File: src/hdl/ahm_pkg.sv
// Package: widths, constants and the 2^x table for the absolute humidity pipeline.
package ahm_pkg;

  // Port field widths
  localparam int TEMP_W = 15;
  localparam int RH_W   = 14;
  localparam int AH_W   = 21;

  // Divider geometry: numerator is DEN_W + DIV_Q_W bits, quotient DIV_Q_W bits
  localparam int DEN_W      = 16;
  localparam int DIV_Q_W    = 24;
  localparam int DIV_N_W    = DEN_W + DIV_Q_W;
  localparam int DIV_STEPS  = 4;
  localparam int DIV_STAGES = DIV_Q_W / DIV_STEPS;

  // Exponent datapath
  localparam int MAG_W   = 36;
  localparam int Y_W     = 24;
  localparam int FRAC_W  = 16;
  localparam int EXPO_W  = Y_W - FRAC_W;
  localparam int SHIFT_W = 6;

  // 2^f table
  localparam int EXP_TABLE_ENTRIES = 256;
  localparam int EXP_IDX_W  = $clog2(EXP_TABLE_ENTRIES);
  localparam int EXP_AW     = $clog2(EXP_TABLE_ENTRIES + 1);
  localparam int EXP_W      = 32;
  localparam int EXP_TERMS  = 24;
  localparam int MANT_SHIFT = 14;
  localparam int MANT_W     = 18;

  // Scaling datapath
  localparam int U_W       = RH_W + MANT_W;
  localparam int K_AH_W    = 30;
  localparam int PROD_W    = U_W + K_AH_W;
  localparam int PROD_DROP = 22;

  // Stage counts of the sub-pipelines and the whole block
  localparam int POW2_LAT  = 4;
  localparam int SCALE_LAT = 4;
  localparam int AH_LAT    = 1 + DIV_STAGES + 1 + POW2_LAT + SCALE_LAT + DIV_STAGES + 1;

  // Fixed-point constants
  localparam logic [20:0]         K_EXP2   = 21'd1665944;   // 17.62*log2(e), Q16
  localparam logic [K_AH_W-1:0]   K_AH     = 30'd868004921; // 216.7*6.112*10, Q16
  localparam logic [DEN_W-1:0]    DEN1_OFS = 16'd24312;
  localparam logic [DEN_W-1:0]    DEN2_OFS = 16'd27315;
  localparam logic [AH_W-1:0]     OUT_MAX  = {AH_W{1'b1}};
  localparam logic signed [8:0]   SHIFT_BIAS = 9'sd10;      // 32 - PROD_DROP
  localparam logic [63:0]         LN2_Q30  = 64'd744261118;
  localparam logic [63:0]         ONE_Q30  = 64'd1073741824;

  typedef logic [EXP_W-1:0] exp_rom_t [EXP_TABLE_ENTRIES+1];

  // Entry i holds 2^(i/EXP_TABLE_ENTRIES) in Q30, from a truncated exp series.
  function automatic exp_rom_t build_exp_rom();
    exp_rom_t    rom;
    logic [63:0] z;
    logic [63:0] term;
    logic [63:0] sum;
    int          i;
    int          k;
    for (i = 0; i <= EXP_TABLE_ENTRIES; i++) begin
      z    = (64'(i) * LN2_Q30) / 64'(EXP_TABLE_ENTRIES);
      term = ONE_Q30;
      sum  = ONE_Q30;
      for (k = 1; k <= EXP_TERMS; k++) begin
        term = ((term * z) >> 30) / 64'(k);
        sum  = sum + term;
      end
      rom[i] = sum[EXP_W-1:0];
    end
    return rom;
  endfunction

  localparam exp_rom_t EXP_ROM = build_exp_rom();

  // Side data that rides along the exponent path into the scaling stages
  typedef struct packed {
    logic [SHIFT_W-1:0] shift;
    logic               zero;
    logic [DEN_W-1:0]   den;
    logic [RH_W-1:0]    rh;
  } scale_ctl_t;

endpackage

File: src/hdl/ahm_scale.sv
// Scaling stages: multiply by humidity and constant, apply exponent shift, flag saturation.
module ahm_scale (
  input  logic                         clk_i,
  input  logic                         rst_ni,
  input  logic                         valid_i,
  input  logic [ahm_pkg::MANT_W-1:0]   mant_i,
  input  ahm_pkg::scale_ctl_t          ctl_i,
  output logic                         valid_o,
  output logic [ahm_pkg::DIV_N_W-1:0]  num_o,
  output logic [ahm_pkg::DEN_W-1:0]    den_o,
  output logic                         sat_o
);
  import ahm_pkg::*;

  logic                 vld1_q, vld2_q, vld3_q, vld4_q;
  logic [U_W-1:0]       u1_q;
  logic [SHIFT_W-1:0]   sh1_q, sh2_q;
  logic                 zero1_q, zero2_q;
  logic [DEN_W-1:0]     den1_q, den2_q, den3_q, den4_q;
  logic [PROD_W-1:0]    prod2_q;
  logic [DIV_N_W-1:0]   a3_q, num4_q;
  logic                 sat4_q;
  logic [DIV_N_W-1:0]   prod_hi;
  logic                 sat;

  assign prod_hi = DIV_N_W'(prod2_q >> PROD_DROP);
  assign sat     = a3_q >= (DIV_N_W'(den3_q) << AH_W);

  always_ff @(posedge clk_i or negedge rst_ni) begin
    if (!rst_ni) begin
      vld1_q <= 1'b0;
      vld2_q <= 1'b0;
      vld3_q <= 1'b0;
      vld4_q <= 1'b0;
    end else begin
      vld1_q <= valid_i;
      vld2_q <= vld1_q;
      vld3_q <= vld2_q;
      vld4_q <= vld3_q;
    end
  end

  always_ff @(posedge clk_i) begin
    u1_q    <= U_W'(ctl_i.rh) * U_W'(mant_i);
    sh1_q   <= ctl_i.shift;
    zero1_q <= ctl_i.zero;
    den1_q  <= ctl_i.den;

    prod2_q <= PROD_W'(K_AH) * PROD_W'(u1_q);
    sh2_q   <= sh1_q;
    zero2_q <= zero1_q;
    den2_q  <= den1_q;

    // drop the value entirely once the exponent pushes it past the word
    a3_q    <= zero2_q ? '0 : (prod_hi >> sh2_q);
    den3_q  <= den2_q;

    // feed zero on saturation so the divider's range holds
    num4_q  <= sat ? '0 : a3_q;
    sat4_q  <= sat;
    den4_q  <= den3_q;
  end

  assign valid_o = vld4_q;
  assign num_o   = num4_q;
  assign den_o   = den4_q;
  assign sat_o   = sat4_q;

`ifndef SYNTHESIS
  a_zero_flag: assert property (@(posedge clk_i) disable iff (!rst_ni)
    (vld4_q && $past(ctl_i.zero, SCALE_LAT)) |-> (num4_q == '0) && !sat4_q)
    else $error("underflowed exponent did not give a zero numerator");
`endif

endmodule

File: config.mk
export PLATFORM = sky130hd
export DESIGN_NAME = ahm_scale
export DESIGN_NICKNAME = d
export VERILOG_FILES = /design/src/hdl/ahm_pkg.sv /design/src/hdl/ahm_scale.sv
export SDC_FILE = /design/constraint.sdc
export NUM_CORES = 2
export LEC_CHECK = 0
export BUFFER_PORTS_ARGS = -buffer_cell sky130_fd_sc_hd__buf_2
export CELL_PAD_IN_SITES_DETAIL_PLACEMENT = 0
export CELL_PAD_IN_SITES_GLOBAL_PLACEMENT = 2
export CORE_ASPECT_RATIO = 0.7
export CORE_MARGIN = 2
export CORE_UTILIZATION = 35
export CTS_CLUSTER_SIZE = 16
export DETAILED_ROUTE_END_ITERATION = 12
export PLACE_DENSITY = 0.72
export RECOVER_POWER = 100
export SLEW_MARGIN = 0
export SYNTH_ARGS = -nofsm -noshare
export SYNTH_HDL_FRONTEND = slang
export SYNTH_SLANG_ARGS = --single-unit
File: constraint.sdc
create_clock -name clk_i -period 8.12 [get_ports clk_i]
set_input_delay 0.406 -clock clk_i [delete_from_list [all_inputs] [get_ports clk_i]]
set_output_delay 0.406 -clock clk_i [all_outputs]
set_load 0.05 [all_outputs]
==> metrics <==
status complete, but fails checks; failing checks max-capacitance violations, max-slew violations; FF-to-FF End prod2_q[55]$_DFF_P_; Worst-path clk slew 70 ps; number of global-route vias before repair 22.47k; Synth Area in Simple Gates 8.914%; sequential element share of the synthesized area 14.33%; setup ws final 466.7 ps; crit path cell chain inv_1, fa_1, inv_1, ha_1, ha_1, inv_1, fa_1, inv_1, fa_1, fa_1, fa_1, ha_1, ha_1, a21oi_1, o211ai_1, a31oi_1, nor4_1, a21oi_1, a31oi_4, a31oi_1, o21ai_0, xor2_1; setup_tns 0 ps; Max FO, Critical Path 6; Synth Register Bits 235; first-pass GRT wire length 135.0 mm; Synth Area in XOR/XNOR 2.072%; I/O pin cnt 116; Critical R2R Launch u1_q[18]$_DFF_P_; min Tclk post-route 7653 ps; Distinct cells, synth 79; area occupied by multi-input gates 0.02461 mm^2; H-Tree Depth 1; combinational family with the most area after synthesis adder cells; Critical Path Start Type flip-flop; largest net degree at the start of global routing 52; 1st-iter DRT viols 1159; Top FF cell, synth dfxtp_1; Setup Skew 18.28 ps; Post-synth ARST share 1.702%; post-placement setup slack 665.5 ps; final hold violation count 0; DR DRC count 0; post_cts resized 0; RSZ-0062 raised after global routing no; CTS tree done; Vias 22.32k; Fin Hold WS 177.5 ps; post-synthesis mux area share 3.279%; final wirelength 86.88 mm; crit path DAT 8110 ps; Routed Antenna Nets 0; Post-synth EDFFs 0; Pre-Repair DR Iteration Count 5; most common cell after layout, fill and taps aside inv_1; GRT overflow 0; Via density 4.732; Rows 94; DR WL/cell 18.42 um; CP peak stage delay 650 ps; Starting Density 35.22%; Slew headroom -6.147%; Max Cap Viol 1; Crit. End Element flip-flop; clock latency on the worst-skew pair 590 ps; Hold Crit Class input pin to asynchronous set/reset pin; area added between synthesis and finish 8.781%; post-synthesis adder-cell area fraction 53.47%; CTS Root Cell clkbuf_16; diodes inserted 0; initial antenna violation count 0; Worst Setup EP prod2_q[55]$_DFF_P_; Worst Setup SP u1_q[18]$_DFF_P_; Die Wd 370.9 um; mapped cell area 0.03297 mm^2; Clock Tree Buf Depth 3; CP max-delay cell fa_1; PortBufs 115; Worst R2R Path Depth 22; period utilisation layout 94.25%; r2r setup slk 470 ps; dpl hpwl 76.18 mm; cell count after synthesis 3372; Mapped Avg Cell Area 9.778 um^2; Yosys warnings 0; Final setup viols 0; Fmax 130.7 MHz; Max Slew Vio Count 34; GR Util All Layers 18.28%; Worst EP required 8580 ps; Die Ht 260.8 um; die area 0.09672 mm^2; worst slew pin tran 1590 ps; Synth Area in Compound Gates 7.039%; fillers 9659; RD Place Congestion 0.8829; Num CTS Buffers 25; most frequent cells in the layout 839 x inv_1, 572 x fa_1, 493 x ha_1, 248 x nand2_1, 230 x dfxtp_1; core area 0.09362 mm^2; Sink Count 235; layout cell share with drive strength beyond 1 4.555%; Setup Crit Path Kind flip-flop to flip-flop; Sequential cell area 0.004726 mm^2; Critical Path Most Common Cell fa_1; nets 4573
[stage by stage]
| step | cells | area, um^2 | utilization (%) |
|---|---|---|---|
| floorplan | 3374 | 32980 | - |
| global placement | 4646 | 34780 | 37.15 |
| detailed placement | 4646 | 34780 | 37.15 |
| CTS | 4717 | 36010 | 38.46 |
| global route | 4717 | 35870 | 38.31 |
| finish | 4717 | 35870 | 38.31 |
[worst max-delay path: cells and delay by family (launching register included)]
kind                     cells  cell delay (ps)
flip-flops                   1              510
XOR/XNOR                     1              170
AND/OR/NAND/NOR              1               90
buffers and inverters        4              530
adder cells (fa/ha/maj)      9             3850
AO/OA/AOI/OAI                7             2360
[state kept, by name, summed over array words and instances (netlist names), 6 cells and up]
signal	flops
a3_q	40
num_o	40
prod2_q	40
u1_q	32
den1_q	16
den2_q	16
den3_q	16
den_o	16
sh1_q	6
sh2_q	6
[synthesized netlist by cell type (5+ instances only)]
master	n	share of area, %
or2_2	6	0.11
a31oi_1	18	0.34
o21a_1	18	0.41
nor3_1	21	0.32
nor2b_1	9	0.17
mux4_2	22	1.5
o21ai_0	52	0.79
a2111oi_0	6	0.16
ha_1	493	19
nand3_1	25	0.38
xor2_1	26	0.69
nand2_1	248	2.8
nand4_1	22	0.42
mux2_2	20	0.68
a21oi_1	104	1.6
a21o_1	58	1.3
and2_1	134	2.5
nor2_1	112	1.3
fa_1	572	35
and3_1	5	0.095
xnor2_1	52	1.4
clkbuf_1	81	0.92
a311oi_1	5	0.13
a211oi_1	16	0.36
o211ai_1	11	0.25
buf_1	6	0.068
nand2b_1	5	0.095
o21ai_1	11	0.17
inv_1	838	9.5
nor4_1	15	0.28
buf_2	13	0.20
dfxtp_1	231	14
mux2i_1	36	1.1
o21bai_1	12	0.27
[cells by family after synthesis]
logic type	count (synthesis)
xor+xnor	78
fa+ha+maj	1066
simple gates	619
compound gates	350
mux	78
other cells	1
flops	235
buf+inv	945
[worst min path at each step]
stage	start	cells after the start	slack, ps	end
floorplan	rst_ni	0	110	valid_o$_DFF_PN0_
global placement	rst_ni	1	210	valid_o$_DFF_PN0_
detailed placement	rst_ni	1	220	valid_o$_DFF_PN0_
CTS	rst_ni	2	120	valid_o$_DFF_PN0_
global route	rst_ni	2	180	valid_o$_DFF_PN0_
finish	rst_ni	2	180	valid_o$_DFF_PN0_
[what timing repair did]
action,4_1_cts,5_1_grt
setup buffers,0,0
endpoints found under the setup margin,0,0
endpoints found under the hold margin,28,0
hold buffers,25,0
[final cells by class]
cell class	count	area share [%]
Clock inverter	16	0.8686
Inverter	841	8.801
Timing Repair Buffer	153	2.344
Multi-Input combinational cell	2194	68.60
Clock buffer	30	1.852
Sequential cell	235	13.18
Tap cell	1248	4.354
[routing by layer]
layer | GRT usage, % | vias up | routed length (um) | share of wire (%)
met4 | 1.507 | 0 | 565 | 0.65
met1 | 31.40 | 11267 | 48440 | 56
met5 | 0 | - | 0 | 0
met3 | 3.328 | 29 | 5057 | 5.8
met2 | 23.53 | 392 | 32810 | 38
li1 | - | 10634 | - | -
Power is left out: the tool's default activity adds up to more than one toggle a clock period on the data nets, which glitch-free logic cannot reach.
