**src/hdl/ahm_pkg.sv**
```systemverilog
// Package: widths, constants and the 2^x table for the absolute humidity pipeline.
package ahm_pkg;

  // Port field widths
  localparam int TEMP_W = 15;
  localparam int RH_W   = 14;
  localparam int AH_W   = 21;

  // Divider geometry: numerator is DEN_W + DIV_Q_W bits, quotient DIV_Q_W bits
  localparam int DEN_W      = 16;
  localparam int DIV_Q_W    = 24;
  localparam int DIV_N_W    = DEN_W + DIV_Q_W;
  localparam int DIV_STEPS  = 4;
  localparam int DIV_STAGES = DIV_Q_W / DIV_STEPS;

  // Exponent datapath
  localparam int MAG_W   = 36;
  localparam int Y_W     = 24;
  localparam int FRAC_W  = 16;
  localparam int EXPO_W  = Y_W - FRAC_W;
  localparam int SHIFT_W = 6;

  // 2^f table
  localparam int EXP_TABLE_ENTRIES = 256;
  localparam int EXP_IDX_W  = $clog2(EXP_TABLE_ENTRIES);
  localparam int EXP_AW     = $clog2(EXP_TABLE_ENTRIES + 1);
  localparam int EXP_W      = 32;
  localparam int EXP_TERMS  = 24;
  localparam int MANT_SHIFT = 14;
  localparam int MANT_W     = 18;

  // Scaling datapath
  localparam int U_W       = RH_W + MANT_W;
  localparam int K_AH_W    = 30;
  localparam int PROD_W    = U_W + K_AH_W;
  localparam int PROD_DROP = 22;

  // Stage counts of the sub-pipelines and the whole block
  localparam int POW2_LAT  = 4;
  localparam int SCALE_LAT = 4;
  localparam int AH_LAT    = 1 + DIV_STAGES + 1 + POW2_LAT + SCALE_LAT + DIV_STAGES + 1;

  // Fixed-point constants
  localparam logic [20:0]         K_EXP2   = 21'd1665944;   // 17.62*log2(e), Q16
  localparam logic [K_AH_W-1:0]   K_AH     = 30'd868004921; // 216.7*6.112*10, Q16
  localparam logic [DEN_W-1:0]    DEN1_OFS = 16'd24312;
  localparam logic [DEN_W-1:0]    DEN2_OFS = 16'd27315;
  localparam logic [AH_W-1:0]     OUT_MAX  = {AH_W{1'b1}};
  localparam logic signed [8:0]   SHIFT_BIAS = 9'sd10;      // 32 - PROD_DROP
  localparam logic [63:0]         LN2_Q30  = 64'd744261118;
  localparam logic [63:0]         ONE_Q30  = 64'd1073741824;

  typedef logic [EXP_W-1:0] exp_rom_t [EXP_TABLE_ENTRIES+1];

  // Entry i holds 2^(i/EXP_TABLE_ENTRIES) in Q30, from a truncated exp series.
  function automatic exp_rom_t build_exp_rom();
    exp_rom_t    rom;
    logic [63:0] z;
    logic [63:0] term;
    logic [63:0] sum;
    int          i;
    int          k;
    for (i = 0; i <= EXP_TABLE_ENTRIES; i++) begin
      z    = (64'(i) * LN2_Q30) / 64'(EXP_TABLE_ENTRIES);
      term = ONE_Q30;
      sum  = ONE_Q30;
      for (k = 1; k <= EXP_TERMS; k++) begin
        term = ((term * z) >> 30) / 64'(k);
        sum  = sum + term;
      end
      rom[i] = sum[EXP_W-1:0];
    end
    return rom;
  endfunction

  localparam exp_rom_t EXP_ROM = build_exp_rom();

  // Side data that rides along the exponent path into the scaling stages
  typedef struct packed {
    logic [SHIFT_W-1:0] shift;
    logic               zero;
    logic [DEN_W-1:0]   den;
    logic [RH_W-1:0]    rh;
  } scale_ctl_t;

endpackage

```
**src/hdl/ahm_udiv.sv**
```systemverilog
// Pipelined restoring divider, a few quotient bits per stage.
module ahm_udiv (
  input  logic                          clk_i,
  input  logic                          rst_ni,
  input  logic                          valid_i,
  input  logic [ahm_pkg::DIV_N_W-1:0]   num_i,
  input  logic [ahm_pkg::DEN_W-1:0]     den_i,
  output logic                          valid_o,
  output logic [ahm_pkg::DIV_Q_W-1:0]   quot_o,
  output logic                          rem_nz_o
);
  import ahm_pkg::*;

  // Caller keeps num_i below den_i * 2^DIV_Q_W.
  function automatic logic [DEN_W+DIV_Q_W-1:0] div_steps(
    input logic [DEN_W-1:0]   rem,
    input logic [DIV_Q_W-1:0] nq,
    input logic [DEN_W-1:0]   den
  );
    logic [DEN_W-1:0]   r;
    logic [DIV_Q_W-1:0] b;
    logic [DEN_W:0]     t;
    logic               ge;
    int                 k;
    r = rem;
    b = nq;
    for (k = 0; k < DIV_STEPS; k++) begin
      t  = {r, b[DIV_Q_W-1]};
      ge = (t >= {1'b0, den});
      b  = {b[DIV_Q_W-2:0], ge};
      r  = ge ? DEN_W'(t - {1'b0, den}) : t[DEN_W-1:0];
    end
    return {r, b};
  endfunction

  logic [DEN_W-1:0]   rem_q [DIV_STAGES];
  logic [DIV_Q_W-1:0] nq_q  [DIV_STAGES];
  logic [DEN_W-1:0]   den_q [DIV_STAGES];
  logic               vld_q [DIV_STAGES];

  logic [DEN_W-1:0]   rem_in [DIV_STAGES];
  logic [DIV_Q_W-1:0] nq_in  [DIV_STAGES];
  logic [DEN_W-1:0]   den_in [DIV_STAGES];
  logic               vld_in [DIV_STAGES];

  for (genvar g = 0; g < DIV_STAGES; g++) begin : g_stage
    if (g == 0) begin : g_first
      assign rem_in[g] = num_i[DIV_N_W-1 -: DEN_W];
      assign nq_in[g]  = num_i[DIV_Q_W-1:0];
      assign den_in[g] = den_i;
      assign vld_in[g] = valid_i;
    end else begin : g_next
      assign rem_in[g] = rem_q[g-1];
      assign nq_in[g]  = nq_q[g-1];
      assign den_in[g] = den_q[g-1];
      assign vld_in[g] = vld_q[g-1];
    end

    always_ff @(posedge clk_i or negedge rst_ni) begin
      if (!rst_ni) begin
        vld_q[g] <= 1'b0;
      end else begin
        vld_q[g] <= vld_in[g];
      end
    end

    always_ff @(posedge clk_i) begin
      {rem_q[g], nq_q[g]} <= div_steps(rem_in[g], nq_in[g], den_in[g]);
      den_q[g]            <= den_in[g];
    end
  end

  assign valid_o  = vld_q[DIV_STAGES-1];
  assign quot_o   = nq_q[DIV_STAGES-1];
  assign rem_nz_o = |rem_q[DIV_STAGES-1];

`ifndef SYNTHESIS
  a_rem_below_den: assert property (@(posedge clk_i) disable iff (!rst_ni)
    vld_q[DIV_STAGES-1] |-> (rem_q[DIV_STAGES-1] < den_q[DIV_STAGES-1]))
    else $error("divider remainder not below divisor");
`endif

endmodule

```
**config.mk**
```make
export PLATFORM = sky130hd
export DESIGN_NAME = ahm_udiv
export DESIGN_NICKNAME = d
export VERILOG_FILES = /design/src/hdl/ahm_pkg.sv /design/src/hdl/ahm_udiv.sv
export SDC_FILE = /design/constraint.sdc
export NUM_CORES = 1
export LEC_CHECK = 0
export BUFFER_PORTS_ARGS = -buffer_cell sky130_fd_sc_hd__buf_2
export CAP_MARGIN = 20
export CORE_MARGIN = 2
export CORE_UTILIZATION = 30
export CTS_BUF_LIST = sky130_fd_sc_hd__clkbuf_8
export DETAILED_ROUTE_END_ITERATION = 10
export GPL_ROUTABILITY_DRIVEN = 0
export GPL_TIMING_DRIVEN = 1
export PLACE_DENSITY = 0.45
export SKIP_LAST_GASP = 1
export SLEW_MARGIN = 25
export SYNTH_ARGS = -nofsm -noshare
export SYNTH_HDL_FRONTEND = slang
export SYNTH_SLANG_ARGS = --single-unit
```
**constraint.sdc**
```tcl
create_clock -name clk_i -period 15.1 [get_ports clk_i]
set_clock_uncertainty 0.2 [all_clocks]
set_input_delay 2.265 -clock clk_i [delete_from_list [all_inputs] [get_ports clk_i]]
set_output_delay 2.265 -clock clk_i [all_outputs]
set_load 0.05 [all_outputs]
```
==> flow_metrics.tcl, run 1 <==
set metrics [dict create \
    terminus_of_the_critical_flop_to_flop_path "rem_q[2]$_DFF_P_" \
    grt_pass1_wl_um 129000 \
    multiInputGateArea_um2 20700 \
    drt-wirelength-per-cell_um 17.2 \
    finalWirelength_um 82000 \
    number_of_buffers_added_on_ports 84 \
    hold_path.class "flip-flop to flip-flop" \
    layout-drive-gt1-share_pct 12.9 \
    share_of_the_cycle_needed_by_the_critical_path_after_routing_pct 85.4 \
    numCtsBuffers 61 \
    hold_path_end "quot_o[16]$_DFF_P_" \
    netlist_top_cells_area "sky130_fd_sc_hd__dfxtp_1 (23%), sky130_fd_sc_hd__ha_1 (17%), sky130_fd_sc_hd__mux2_2 (6.7%), sky130_fd_sc_hd__xnor2_1 (5.7%), sky130_fd_sc_hd__a21oi_1 (4.7%)" \
    cts_max_level 2 \
    clk_path_buf_depth 3 \
    yosysTopAreaCellShare_pct 22.5 \
    synth_flop_cell "sky130_fd_sc_hd__dfxtp_1" \
    worst_setup_hold_path_clk_slew_ns 0.06 \
    post_drt_via_cell_ratio 5.03 \
    design.core.area_um2 93600 \
    synth_nets 3814 \
    hpwl_um 67800 \
    max_cap_violations 0 \
    setup_viol 0 \
    cts_hold_fix_bufs 0 \
    post_detailed_placement_cell_area_um2 30200 \
    timing.critical_path.mode_cell "sky130_fd_sc_hd__o31a_1" \
    cts_tree "done" \
    grt.overflow.total 0 \
    reg2regPathDepth 45 \
    result_of_the_run "complete, no violations" \
    vias 23900 \
    whs_path_depth 0 \
    timing_hold_violations_final 0 \
    die_width_um 312 \
    flop2flop_setup_slack_ns 2.43 \
    cts_setup_buffers 0 \
    cp_slowest_stage_delay_ns 0.67 \
    pin_count_of_the_biggest_net_entering_global_routing 26 \
    worstPathMaxFanout 24 \
    period_needed_ns 12.89 \
    clk_root_buffer_cell "sky130_fd_sc_hd__clkbuf_8" \
    final_util_pct 33.7 \
    worstSkewPairLatency_ns 0.75 \
    detailedRoute.firstPassIterationCount 5 \
    critical_path_required_ns 15.50 \
    netlist_instances 3347 \
    die_y_extent_um 312 \
    nets 3915 \
    vias_in_the_first_global_route 23200 \
    synth-seq-area-share_pct 23.1 \
    synth_cell_types 99 \
    async_set_or_reset_flop_fraction_in_the_synthesized_netlist_pct 1.84 \
    worstHoldStart "nq_in[12]$_DFF_P_" \
    ys_warn_count 0 \
    synthesis.area_um2 28400 \
    avgSynthCellArea_um2 8.50 \
    drt_drc_violations_left 0 \
    yosys_register_bits 326 \
    post_synth_edffs 0 \
    clock.fmax_ghz 0.0775 \
    grt_resource_usage_total_pct 16.6 \
    cp-start-kind "input port" \
    num-fill-cells 10000 \
    regToRegStartpoint "den_q[4][1]$_DFF_P_" \
    worstMarginPinSlew_ns 0.897 \
    area.growth.synth_to_final_pct 11.1 \
    start_util_pct 30.4 \
    synth.largest_area_cell "sky130_fd_sc_hd__dfxtp_1" \
    io_pins 85 \
    critPathCaptureType "flip-flop" \
    layout.cell_area.non_filler_um2 31600 \
    worst-endpoint-arrival_ns 13.30 \
    post_cts_resize_count 0 \
    grt_setup_unrepaired "no" \
    std_cell_rows 112 \
    cpMaxStageDelayCell "sky130_fd_sc_hd__or3_1" \
    tns_ns 0 \
    die_area_um2 97300 \
    drt_iter0_drc 1349 \
    detail-route-antenna-nets 0 \
    seqCellArea_um2 6560 \
    grt_antenna_before_repair 2 \
    max-slew-margin-rel_pct 40.2 \
    clkSinkCount 326 \
    critical_path_class "input port to flip-flop" \
    finalMaxSlewViolations 0 \
]
-- kinds of logic after synthesis --
family	after synthesis	synth area share, %
buffers and inverters	298	4.26
and+or+nand+nor	881	15.0
AOI/OAI and AO/OA	934	21.6
DFF	326	23.1
muxes	222	8.95
xor gates and xnor gates	278	8.56
adders and majority gates	408	18.6
-- Yosys cell counts, types with 8 or more instances --
master                     number
sky130_fd_sc_hd__a21o_1        75
sky130_fd_sc_hd__o31a_1        23
sky130_fd_sc_hd__nand2_1      213
sky130_fd_sc_hd__fa_1          24
sky130_fd_sc_hd__and2_1        21
sky130_fd_sc_hd__and3_1        17
sky130_fd_sc_hd__o21ai_0      201
sky130_fd_sc_hd__nand4_1       61
sky130_fd_sc_hd__o21ai_1        8
sky130_fd_sc_hd__nand3_1       66
sky130_fd_sc_hd__or3_1         18
sky130_fd_sc_hd__inv_1        235
sky130_fd_sc_hd__mux2i_1       26
sky130_fd_sc_hd__o21bai_1      37
sky130_fd_sc_hd__mux2_4        20
sky130_fd_sc_hd__dfxtp_1      320
sky130_fd_sc_hd__buf_2         19
sky130_fd_sc_hd__nor2b_1       50
sky130_fd_sc_hd__a21boi_0      15
sky130_fd_sc_hd__nand2b_1      45
sky130_fd_sc_hd__nor3_1        90
sky130_fd_sc_hd__xor2_1        93
sky130_fd_sc_hd__mux2_2       168
sky130_fd_sc_hd__xnor2_1      185
sky130_fd_sc_hd__ha_1         384
sky130_fd_sc_hd__o31ai_1       27
sky130_fd_sc_hd__nor4_1        22
sky130_fd_sc_hd__or2_2         14
sky130_fd_sc_hd__o21a_1        71
sky130_fd_sc_hd__a31oi_1       28
sky130_fd_sc_hd__a211oi_1      30
sky130_fd_sc_hd__a31o_2        10
sky130_fd_sc_hd__o211ai_1      22
sky130_fd_sc_hd__a211o_1       16
sky130_fd_sc_hd__o41ai_1        8
sky130_fd_sc_hd__nor2_1       235
sky130_fd_sc_hd__a21oi_1      267
sky130_fd_sc_hd__a22oi_1       10
sky130_fd_sc_hd__clkbuf_1      22
-- critical path: cells and delay by family --
| kind | cells | cell delay (ns) |
|---|---|---|
| AO/OA/AOI/OAI | 24 | 5.83 |
| multiplexers | 2 | 0.71 |
| buffers and inverters | 6 | 0.90 |
| AND/OR/NAND/NOR | 9 | 2.35 |
| adder cells (fa/ha/maj) | 4 | 1.22 |
-- registers in the layout (all words and copies together) (netlist names) --
signal and count:
rem_in 80, nq_in 120, quot_o 24, vld_in 5
den_q 80, rem_q 16, valid_o 1
-- metal layers --
metal	routed length, um	GRT usage (%)	vias to the layer above
li1	-	-	12400
met3	2540	2.04	110
met1	38800	21.7	11000
met2	38600	28.3	371
met5	0	0	-
met4	2030	5.05	0
-- cells in the final DEF (no fill, tap or decap), types with 16 or more instances in the layout --
cell type                    n
sky130_fd_sc_hd__nor2_1    235
sky130_fd_sc_hd__mux2_4     20
sky130_fd_sc_hd__fa_1       24
sky130_fd_sc_hd__a211oi_1   30
sky130_fd_sc_hd__nand2_1   213
sky130_fd_sc_hd__mux2i_1    26
sky130_fd_sc_hd__inv_1     245
sky130_fd_sc_hd__nand3_1    66
sky130_fd_sc_hd__xnor2_1   185
sky130_fd_sc_hd__o21bai_1   37
sky130_fd_sc_hd__o21a_1     71
sky130_fd_sc_hd__a21o_1     75
sky130_fd_sc_hd__buf_2      84
sky130_fd_sc_hd__clkbuf_8   72
sky130_fd_sc_hd__o31a_1     23
sky130_fd_sc_hd__nand4_1    61
sky130_fd_sc_hd__nor2b_1    50
sky130_fd_sc_hd__and2_1     21
sky130_fd_sc_hd__nor3_1     90
sky130_fd_sc_hd__nor4_1     22
sky130_fd_sc_hd__nand2b_1   45
sky130_fd_sc_hd__mux2_2    168
sky130_fd_sc_hd__and3_1     17
sky130_fd_sc_hd__ha_1      384
sky130_fd_sc_hd__o211ai_1   22
sky130_fd_sc_hd__a21oi_1   267
sky130_fd_sc_hd__a211o_1    16
sky130_fd_sc_hd__xor2_1     93
sky130_fd_sc_hd__a31oi_1    28
sky130_fd_sc_hd__o31ai_1    27
sky130_fd_sc_hd__o21ai_0   201
sky130_fd_sc_hd__or3_1      18
sky130_fd_sc_hd__dfxtp_1   320
-- through the flow --
stage,cells,hold slack (ns),worst slack [ns]
final,4753,0.124,2.21
after global routing,4753,0.131,1.39
after CTS,4751,0.123,2.30
after floorplan,3347,0.110,2.78
after detailed placement,4638,0.112,1.50
after global placement,4638,0.111,1.75
-- cell type report --
cell class | instances | share of cell area, %
multi-input cells | 2723 | 65.4
flip-flops and latches | 326 | 20.8
well taps | 1254 | 4.97
clock buffers | 72 | 3.14
inverters | 243 | 2.90
repair buffers | 93 | 1.56
clock inverters | 41 | 1.24
diodes | 1 | 0.00792
-- how the worst max path moves through the flow --
stage,start,end,slack (ns),cells after the start
after floorplan,den_i[1],rem_in[72]$_DFF_P_,2.78,48
after global placement,den_i[1],rem_in[72]$_DFF_P_,1.75,44
after detailed placement,den_i[1],rem_in[75]$_DFF_P_,1.50,44
after CTS,den_i[1],rem_in[72]$_DFF_P_,2.30,44
after global routing,den_q[3][1]$_DFF_P_,rem_in[1]$_DFF_P_,1.39,44
final,den_i[1],rem_in[72]$_DFF_P_,2.21,45
Power of run 1 is not shown: default switching activity piles up to over one toggle a cycle in this logic, so the estimate is an artifact.
==> run 2: changes to the inputs <==
--- a/config.mk
+++ b/config.mk
@@ -6,14 +6,13 @@
 export NUM_CORES = 1
 export LEC_CHECK = 0
 export BUFFER_PORTS_ARGS = -buffer_cell sky130_fd_sc_hd__buf_2
-export CAP_MARGIN = 20
 export CORE_MARGIN = 2
-export CORE_UTILIZATION = 30
+export CORE_UTILIZATION = 40
 export CTS_BUF_LIST = sky130_fd_sc_hd__clkbuf_8
 export DETAILED_ROUTE_END_ITERATION = 10
 export GPL_ROUTABILITY_DRIVEN = 0
 export GPL_TIMING_DRIVEN = 1
-export PLACE_DENSITY = 0.45
+export PLACE_DENSITY = 0.56
 export SKIP_LAST_GASP = 1
 export SLEW_MARGIN = 25
 export SYNTH_ARGS = -nofsm -noshare
==> constraint.sdc (replaced) <==
create_clock -name clk_i -period 15.1 [get_ports clk_i]
set_clock_uncertainty 0.2 [all_clocks]
set_input_delay 1.51 -clock clk_i [delete_from_list [all_inputs] [get_ports clk_i]]
set_output_delay 1.51 -clock clk_i [all_outputs]
set_load 0.05 [all_outputs]
==> flow_metrics.tcl, run 2 (synthesized netlist as in run 1, its figures left out) <==
set metrics [dict create \
    clkSinkCount 326 \
    worst-endpoint-arrival_ns 12.78 \
    finalMaxSlewViolations 0 \
    cpMaxStageDelayCell "sky130_fd_sc_hd__or2_1" \
    tns_ns 0 \
    drt_drc_violations_left 0 \
    post_detailed_placement_cell_area_um2 29800 \
    vias 24300 \
    grt_pass1_wl_um 127000 \
    die_y_extent_um 271 \
    max_cap_violations 0 \
    die_area_um2 73300 \
    clk_path_buf_depth 3 \
    cts_tree "done" \
    critical_path_required_ns 15.45 \
    numCtsBuffers 58 \
    clk_root_buffer_cell "sky130_fd_sc_hd__clkbuf_8" \
    worstSkewPairLatency_ns 0.66 \
    period_needed_ns 12.44 \
    largest_reg_flops 120 \
    layout-drive-gt1-share_pct 12.7 \
    grt_resource_usage_total_pct 21.5 \
    commonest_cells_after_routing_fill_and_taps_aside "sky130_fd_sc_hd__ha_1 (384), sky130_fd_sc_hd__dfxtp_1 (320), sky130_fd_sc_hd__a21oi_1 (267), sky130_fd_sc_hd__inv_1 (248), sky130_fd_sc_hd__nor2_1 (234)" \
    layout.cell_area.non_filler_um2 31200 \
    worstPathMaxFanout 25 \
    num-fill-cells 7030 \
    design.core.area_um2 70300 \
    cts_setup_buffers 0 \
    number_of_buffers_added_on_ports 84 \
    hpwl_um 63900 \
    vias_in_the_first_global_route 23600 \
    start_util_pct 40.5 \
    clock.fmax_ghz 0.0804 \
    terminus_of_the_critical_flop_to_flop_path "rem_q[14]$_DFF_P_" \
    io_pins 85 \
    globalRoute.busiestLayer "met2" \
    drt_iter0_drc 1309 \
    hold_path_end "nq_in[68]$_DFF_P_" \
    cp-start-kind "input port" \
    worst_setup_hold_path_clk_slew_ns 0.07 \
    timing.critical_path.mode_cell "sky130_fd_sc_hd__o31a_1" \
    std_cell_rows 97 \
    setup_viol 0 \
    cts_max_level 2 \
    drt-wirelength-per-cell_um 18.1 \
    worstMarginPinSlew_ns 0.881 \
    reg2regPathDepth 45 \
    grt_setup_unrepaired "no" \
    timing_hold_violations_final 0 \
    finalWirelength_um 80200 \
    worstHoldStart "nq_in[88]$_DFF_P_" \
    hold_path.class "flip-flop to flip-flop" \
    detailedRoute.firstPassIterationCount 5 \
    cp_slowest_stage_delay_ns 0.52 \
    post_cts_resize_count 0 \
    category_of_cells_accounting_for_the_largest_share_of_critical_path_delay "compound AO/OA/AOI/OAI gates" \
    use_met1_pct 28.9 \
    pin_count_of_the_biggest_net_entering_global_routing 29 \
    worst_hold_slack_ns 0.119 \
    critical_path_class "input port to flip-flop" \
    regToRegStartpoint "den_q[4][1]$_DFF_P_" \
    area.growth.synth_to_final_pct 9.66 \
    post_drt_via_cell_ratio 5.48 \
    max-slew-margin-rel_pct 41.3 \
    whs_path_depth 0 \
    die_width_um 271 \
    buffering_stage_count_on_the_worst_path_with_inverters_included 7 \
    critPathCaptureType "flip-flop" \
    final_common_cell "sky130_fd_sc_hd__ha_1" \
    worst_slack_ns 2.66 \
    result_of_the_run "complete, no violations" \
    grt_antenna_before_repair 2 \
    global_route.usage.met3_pct 2.40 \
    cts_hold_fix_bufs 0 \
    grt.overflow.total 0 \
    share_of_the_cycle_needed_by_the_critical_path_after_routing_pct 82.4 \
    flop2flop_setup_slack_ns 2.75 \
    nets 3913 \
    detailedPlace.worstSlack_ns 2.17 \
    detail-route-antenna-nets 0 \
    gr-usage-met2_pct 36.1 \
]
==> run 2: worst register-to-register path: cells and delay by family, from the launching register on <==
kind,cells,cell delay (ns)
multiplexers,4,1.36
AO/OA/AOI/OAI,22,6.04
buffers and inverters,5,0.96
AND/OR/NAND/NOR,10,2.08
flip-flops,1,0.41
adder cells (fa/ha/maj),4,1.21
==> run 2: final cells by class <==
| type | count | area (um^2) | share of cell area, % |
|---|---|---|---|
| Multi-Input combinational cell | 2723 | 20700 | 66.3 |
| Antenna cell | 1 | 2.50 | 0.00802 |
| Sequential cell | 326 | 6560 | 21.0 |
| Tap cell | 940 | 1180 | 3.77 |
| Inverter | 243 | 915 | 2.93 |
| Clock buffer | 69 | 950 | 3.04 |
| Timing Repair Buffer | 94 | 503 | 1.61 |
| Clock inverter | 38 | 410 | 1.32 |
==> run 2: how the worst max path moves through the flow <==
stage	start	endpoint	slack, ns	cells after the start
after floorplan	den_i[1]	rem_in[72]$_DFF_P_	3.54	48
after global placement	den_i[1]	rem_in[72]$_DFF_P_	2.22	45
after detailed placement	den_i[1]	rem_in[78]$_DFF_P_	2.17	45
after CTS	den_q[3][1]$_DFF_P_	rem_in[1]$_DFF_P_	2.73	43
after global routing	den_q[2][1]$_DFF_P_	rem_in[19]$_DFF_P_	1.79	45
final	den_i[1]	rem_in[72]$_DFF_P_	2.66	46
==> run 2: layer usage <==
layer,vias to the layer above,routed length (um)
li1,12400,-
met1,11300,38300
met2,454,36700
met3,124,3060
met4,0,2170
met5,-,0
==> run 2: metrics by stage <==
stage / utilization [%] / instances
detailed placement: 42.4 / 4325
floorplan: - / 3347
CTS: 44.4 / 4432
global route: 44.4 / 4434
global placement: 42.4 / 4325
finish: 44.4 / 4434
Power of run 2 is left out for the same reason.
==> run 3: changes to the inputs <==
==> constraint.sdc (replaced) <==
create_clock -name clk_i -period 12.2 [get_ports clk_i]
set_clock_uncertainty 0.2 [all_clocks]
set_input_delay 1.22 -clock clk_i [delete_from_list [all_inputs] [get_ports clk_i]]
set_output_delay 1.22 -clock clk_i [all_outputs]
set_load 0.05 [all_outputs]
==> flow_metrics.tcl, run 3 (synthesized netlist as in run 1, its figures left out) <==
set metrics [dict create \
    result_of_the_run "complete, no violations" \
    share_of_the_cycle_needed_by_the_critical_path_after_routing_pct 93.9 \
    grt_setup_unrepaired "no" \
    worstPathMaxFanout 18 \
    critical_path_required_ns 12.54 \
    io_pins 85 \
    buffering_stage_count_on_the_worst_path_with_inverters_included 5 \
    grt_antenna_before_repair 2 \
    die_width_um 271 \
    critPathCaptureType "flip-flop" \
    met3_wirelength_um 3360 \
    routed-wl-met2_um 37400 \
    die_area_um2 73300 \
    cp-start-kind "input port" \
    number_of_buffers_added_on_ports 84 \
    flop2flop_setup_slack_ns 0.99 \
    cts_tree "done" \
    max-slew-margin-rel_pct 41.2 \
    final_common_cell "sky130_fd_sc_hd__ha_1" \
    clkSinkCount 326 \
    drt_drc_violations_left 0 \
    cts_setup_buffers 0 \
    hold_path.class "flip-flop to flip-flop" \
    layout-drive-gt1-share_pct 13.6 \
    worst-endpoint-arrival_ns 11.80 \
    setup_viol 0 \
    die_y_extent_um 271 \
    max_cap_violations 0 \
    start_util_pct 40.5 \
    cp_slowest_stage_delay_ns 0.54 \
    layout.cell_area.non_filler_um2 31400 \
    post_detailed_placement_cell_area_um2 30000 \
    drt-wirelength-per-cell_um 18.1 \
    post_drt_via_cell_ratio 5.45 \
    grt.overflow.total 0 \
    nets 3941 \
    worst_setup_hold_path_clk_slew_ns 0.09 \
    whs_path_depth 0 \
    period_needed_ns 11.46 \
    vias_in_the_first_global_route 23700 \
    largest_reg_flops 120 \
    worstSkewPairLatency_ns 0.69 \
    grt_resource_usage_total_pct 21.7 \
    numCtsBuffers 58 \
    grt_pass1_wl_um 128000 \
    area.growth.synth_to_final_pct 10.3 \
    wirelength_met1_um 37500 \
    cpMaxStageDelayCell "sky130_fd_sc_hd__or3_1" \
    std_cell_rows 97 \
    finalMaxSlewViolations 0 \
    hpwl_um 64600 \
    maxUsedRoutingLayer "met4" \
    category_of_cells_accounting_for_the_largest_share_of_critical_path_delay "compound AO/OA/AOI/OAI gates" \
    pin_count_of_the_biggest_net_entering_global_routing 23 \
    detail-route-antenna-nets 0 \
    reg2regPathDepth 46 \
    commonest_cells_after_routing_fill_and_taps_aside "sky130_fd_sc_hd__ha_1 (384), sky130_fd_sc_hd__dfxtp_1 (320), sky130_fd_sc_hd__a21oi_1 (266), sky130_fd_sc_hd__inv_1 (246), sky130_fd_sc_hd__nor2_1 (235)" \
    vias 24300 \
    finalWirelength_um 80700 \
    cts_max_level 2 \
    clk_root_buffer_cell "sky130_fd_sc_hd__clkbuf_8" \
    timing_hold_violations_final 0 \
    worstMarginPinSlew_ns 0.860 \
    drt_iter0_drc 1469 \
    clock.fmax_ghz 0.0873 \
    crit_cells 44 \
    critical_path_class "input port to flip-flop" \
    design.core.area_um2 70300 \
    tns_ns 0 \
    detailedRoute.firstPassIterationCount 5 \
    clk_path_buf_depth 3 \
]
==> run 3: cell count changes in the layout (fill, tap and decap cells not counted), moves of 2 or more <==
cell	before	now
sky130_fd_sc_hd__buf_4	9	37
sky130_fd_sc_hd__clkinvlp_4	4	10
sky130_fd_sc_hd__bufinv_16	8	6
sky130_fd_sc_hd__clkinv_2	8	6
sky130_fd_sc_hd__clkinv_4	3	1
sky130_fd_sc_hd__inv_1	248	246
==> run 3: path summary, 6_finish.rpt <==
| check | to | from |
|---|---|---|
| min in group asynchronous | vld_in[0]$_DFF_PN0_ | rst_ni |
| setup reg to reg | rem_q[2]$_DFF_P_ | den_q[4][1]$_DFF_P_ |
| max in group asynchronous | vld_in[1]$_DFF_PN0_ | rst_ni |
| setup / recovery | rem_in[72]$_DFF_P_ | den_i[1] |
| hold reg to reg | nq_in[31]$_DFF_P_ | nq_in[51]$_DFF_P_ |
| hold / removal | nq_in[31]$_DFF_P_ | nq_in[51]$_DFF_P_ |
==> run 3: area by class of cell <==
| class | count | area, um^2 |
|---|---|---|
| multi-input cells | 2723 | 20700 |
| clock buffers | 70 | 963 |
| clock inverters | 35 | 352 |
| fillers | 7011 | 38900 |
| well taps | 940 | 1180 |
| inverters | 243 | 915 |
| repair buffers | 122 | 709 |
| flip-flops and latches | 326 | 6560 |
| diodes | 2 | 5.00 |
==> run 3: worst reg2reg max path, delay by kind of cell, from the launching register on <==
| family | cells | cell delay [ns] |
|---|---|---|
| adders and majority gates | 4 | 1.26 |
| AOI/OAI and AO/OA | 19 | 4.53 |
| and+or+nand+nor | 11 | 1.69 |
| muxes | 5 | 1.55 |
| DFF | 1 | 0.42 |
| buffers and inverters | 7 | 1.46 |
==> run 3: per-stage QoR <==
step	instances	util, %	hold WS, ns	setup slack [ns]
global placement	4353	42.7	0.110	0.211
global route	4461	44.6	0.121	0.0678
floorplan	3347	-	0.110	0.926
finish	4461	44.6	0.102	0.739
detailed placement	4354	42.7	0.112	0.113
CTS	4459	44.6	0.107	0.497
==> run 3: timing repair <==
action | CTS | global route
gates resized for setup | 0 | 8
hold buffers | 0 | 0
setup endpoints to repair | 0 | 40
==> run 3: routing by layer <==
| metal | track usage, % | up-vias |
|---|---|---|
| met1 | 28.5 | 11300 |
| met5 | 0 | - |
| met4 | 7.17 | 0 |
| met2 | 36.8 | 454 |
| met3 | 2.68 | 134 |
| li1 | - | 12400 |
Power of run 3 is left out for the same reason.
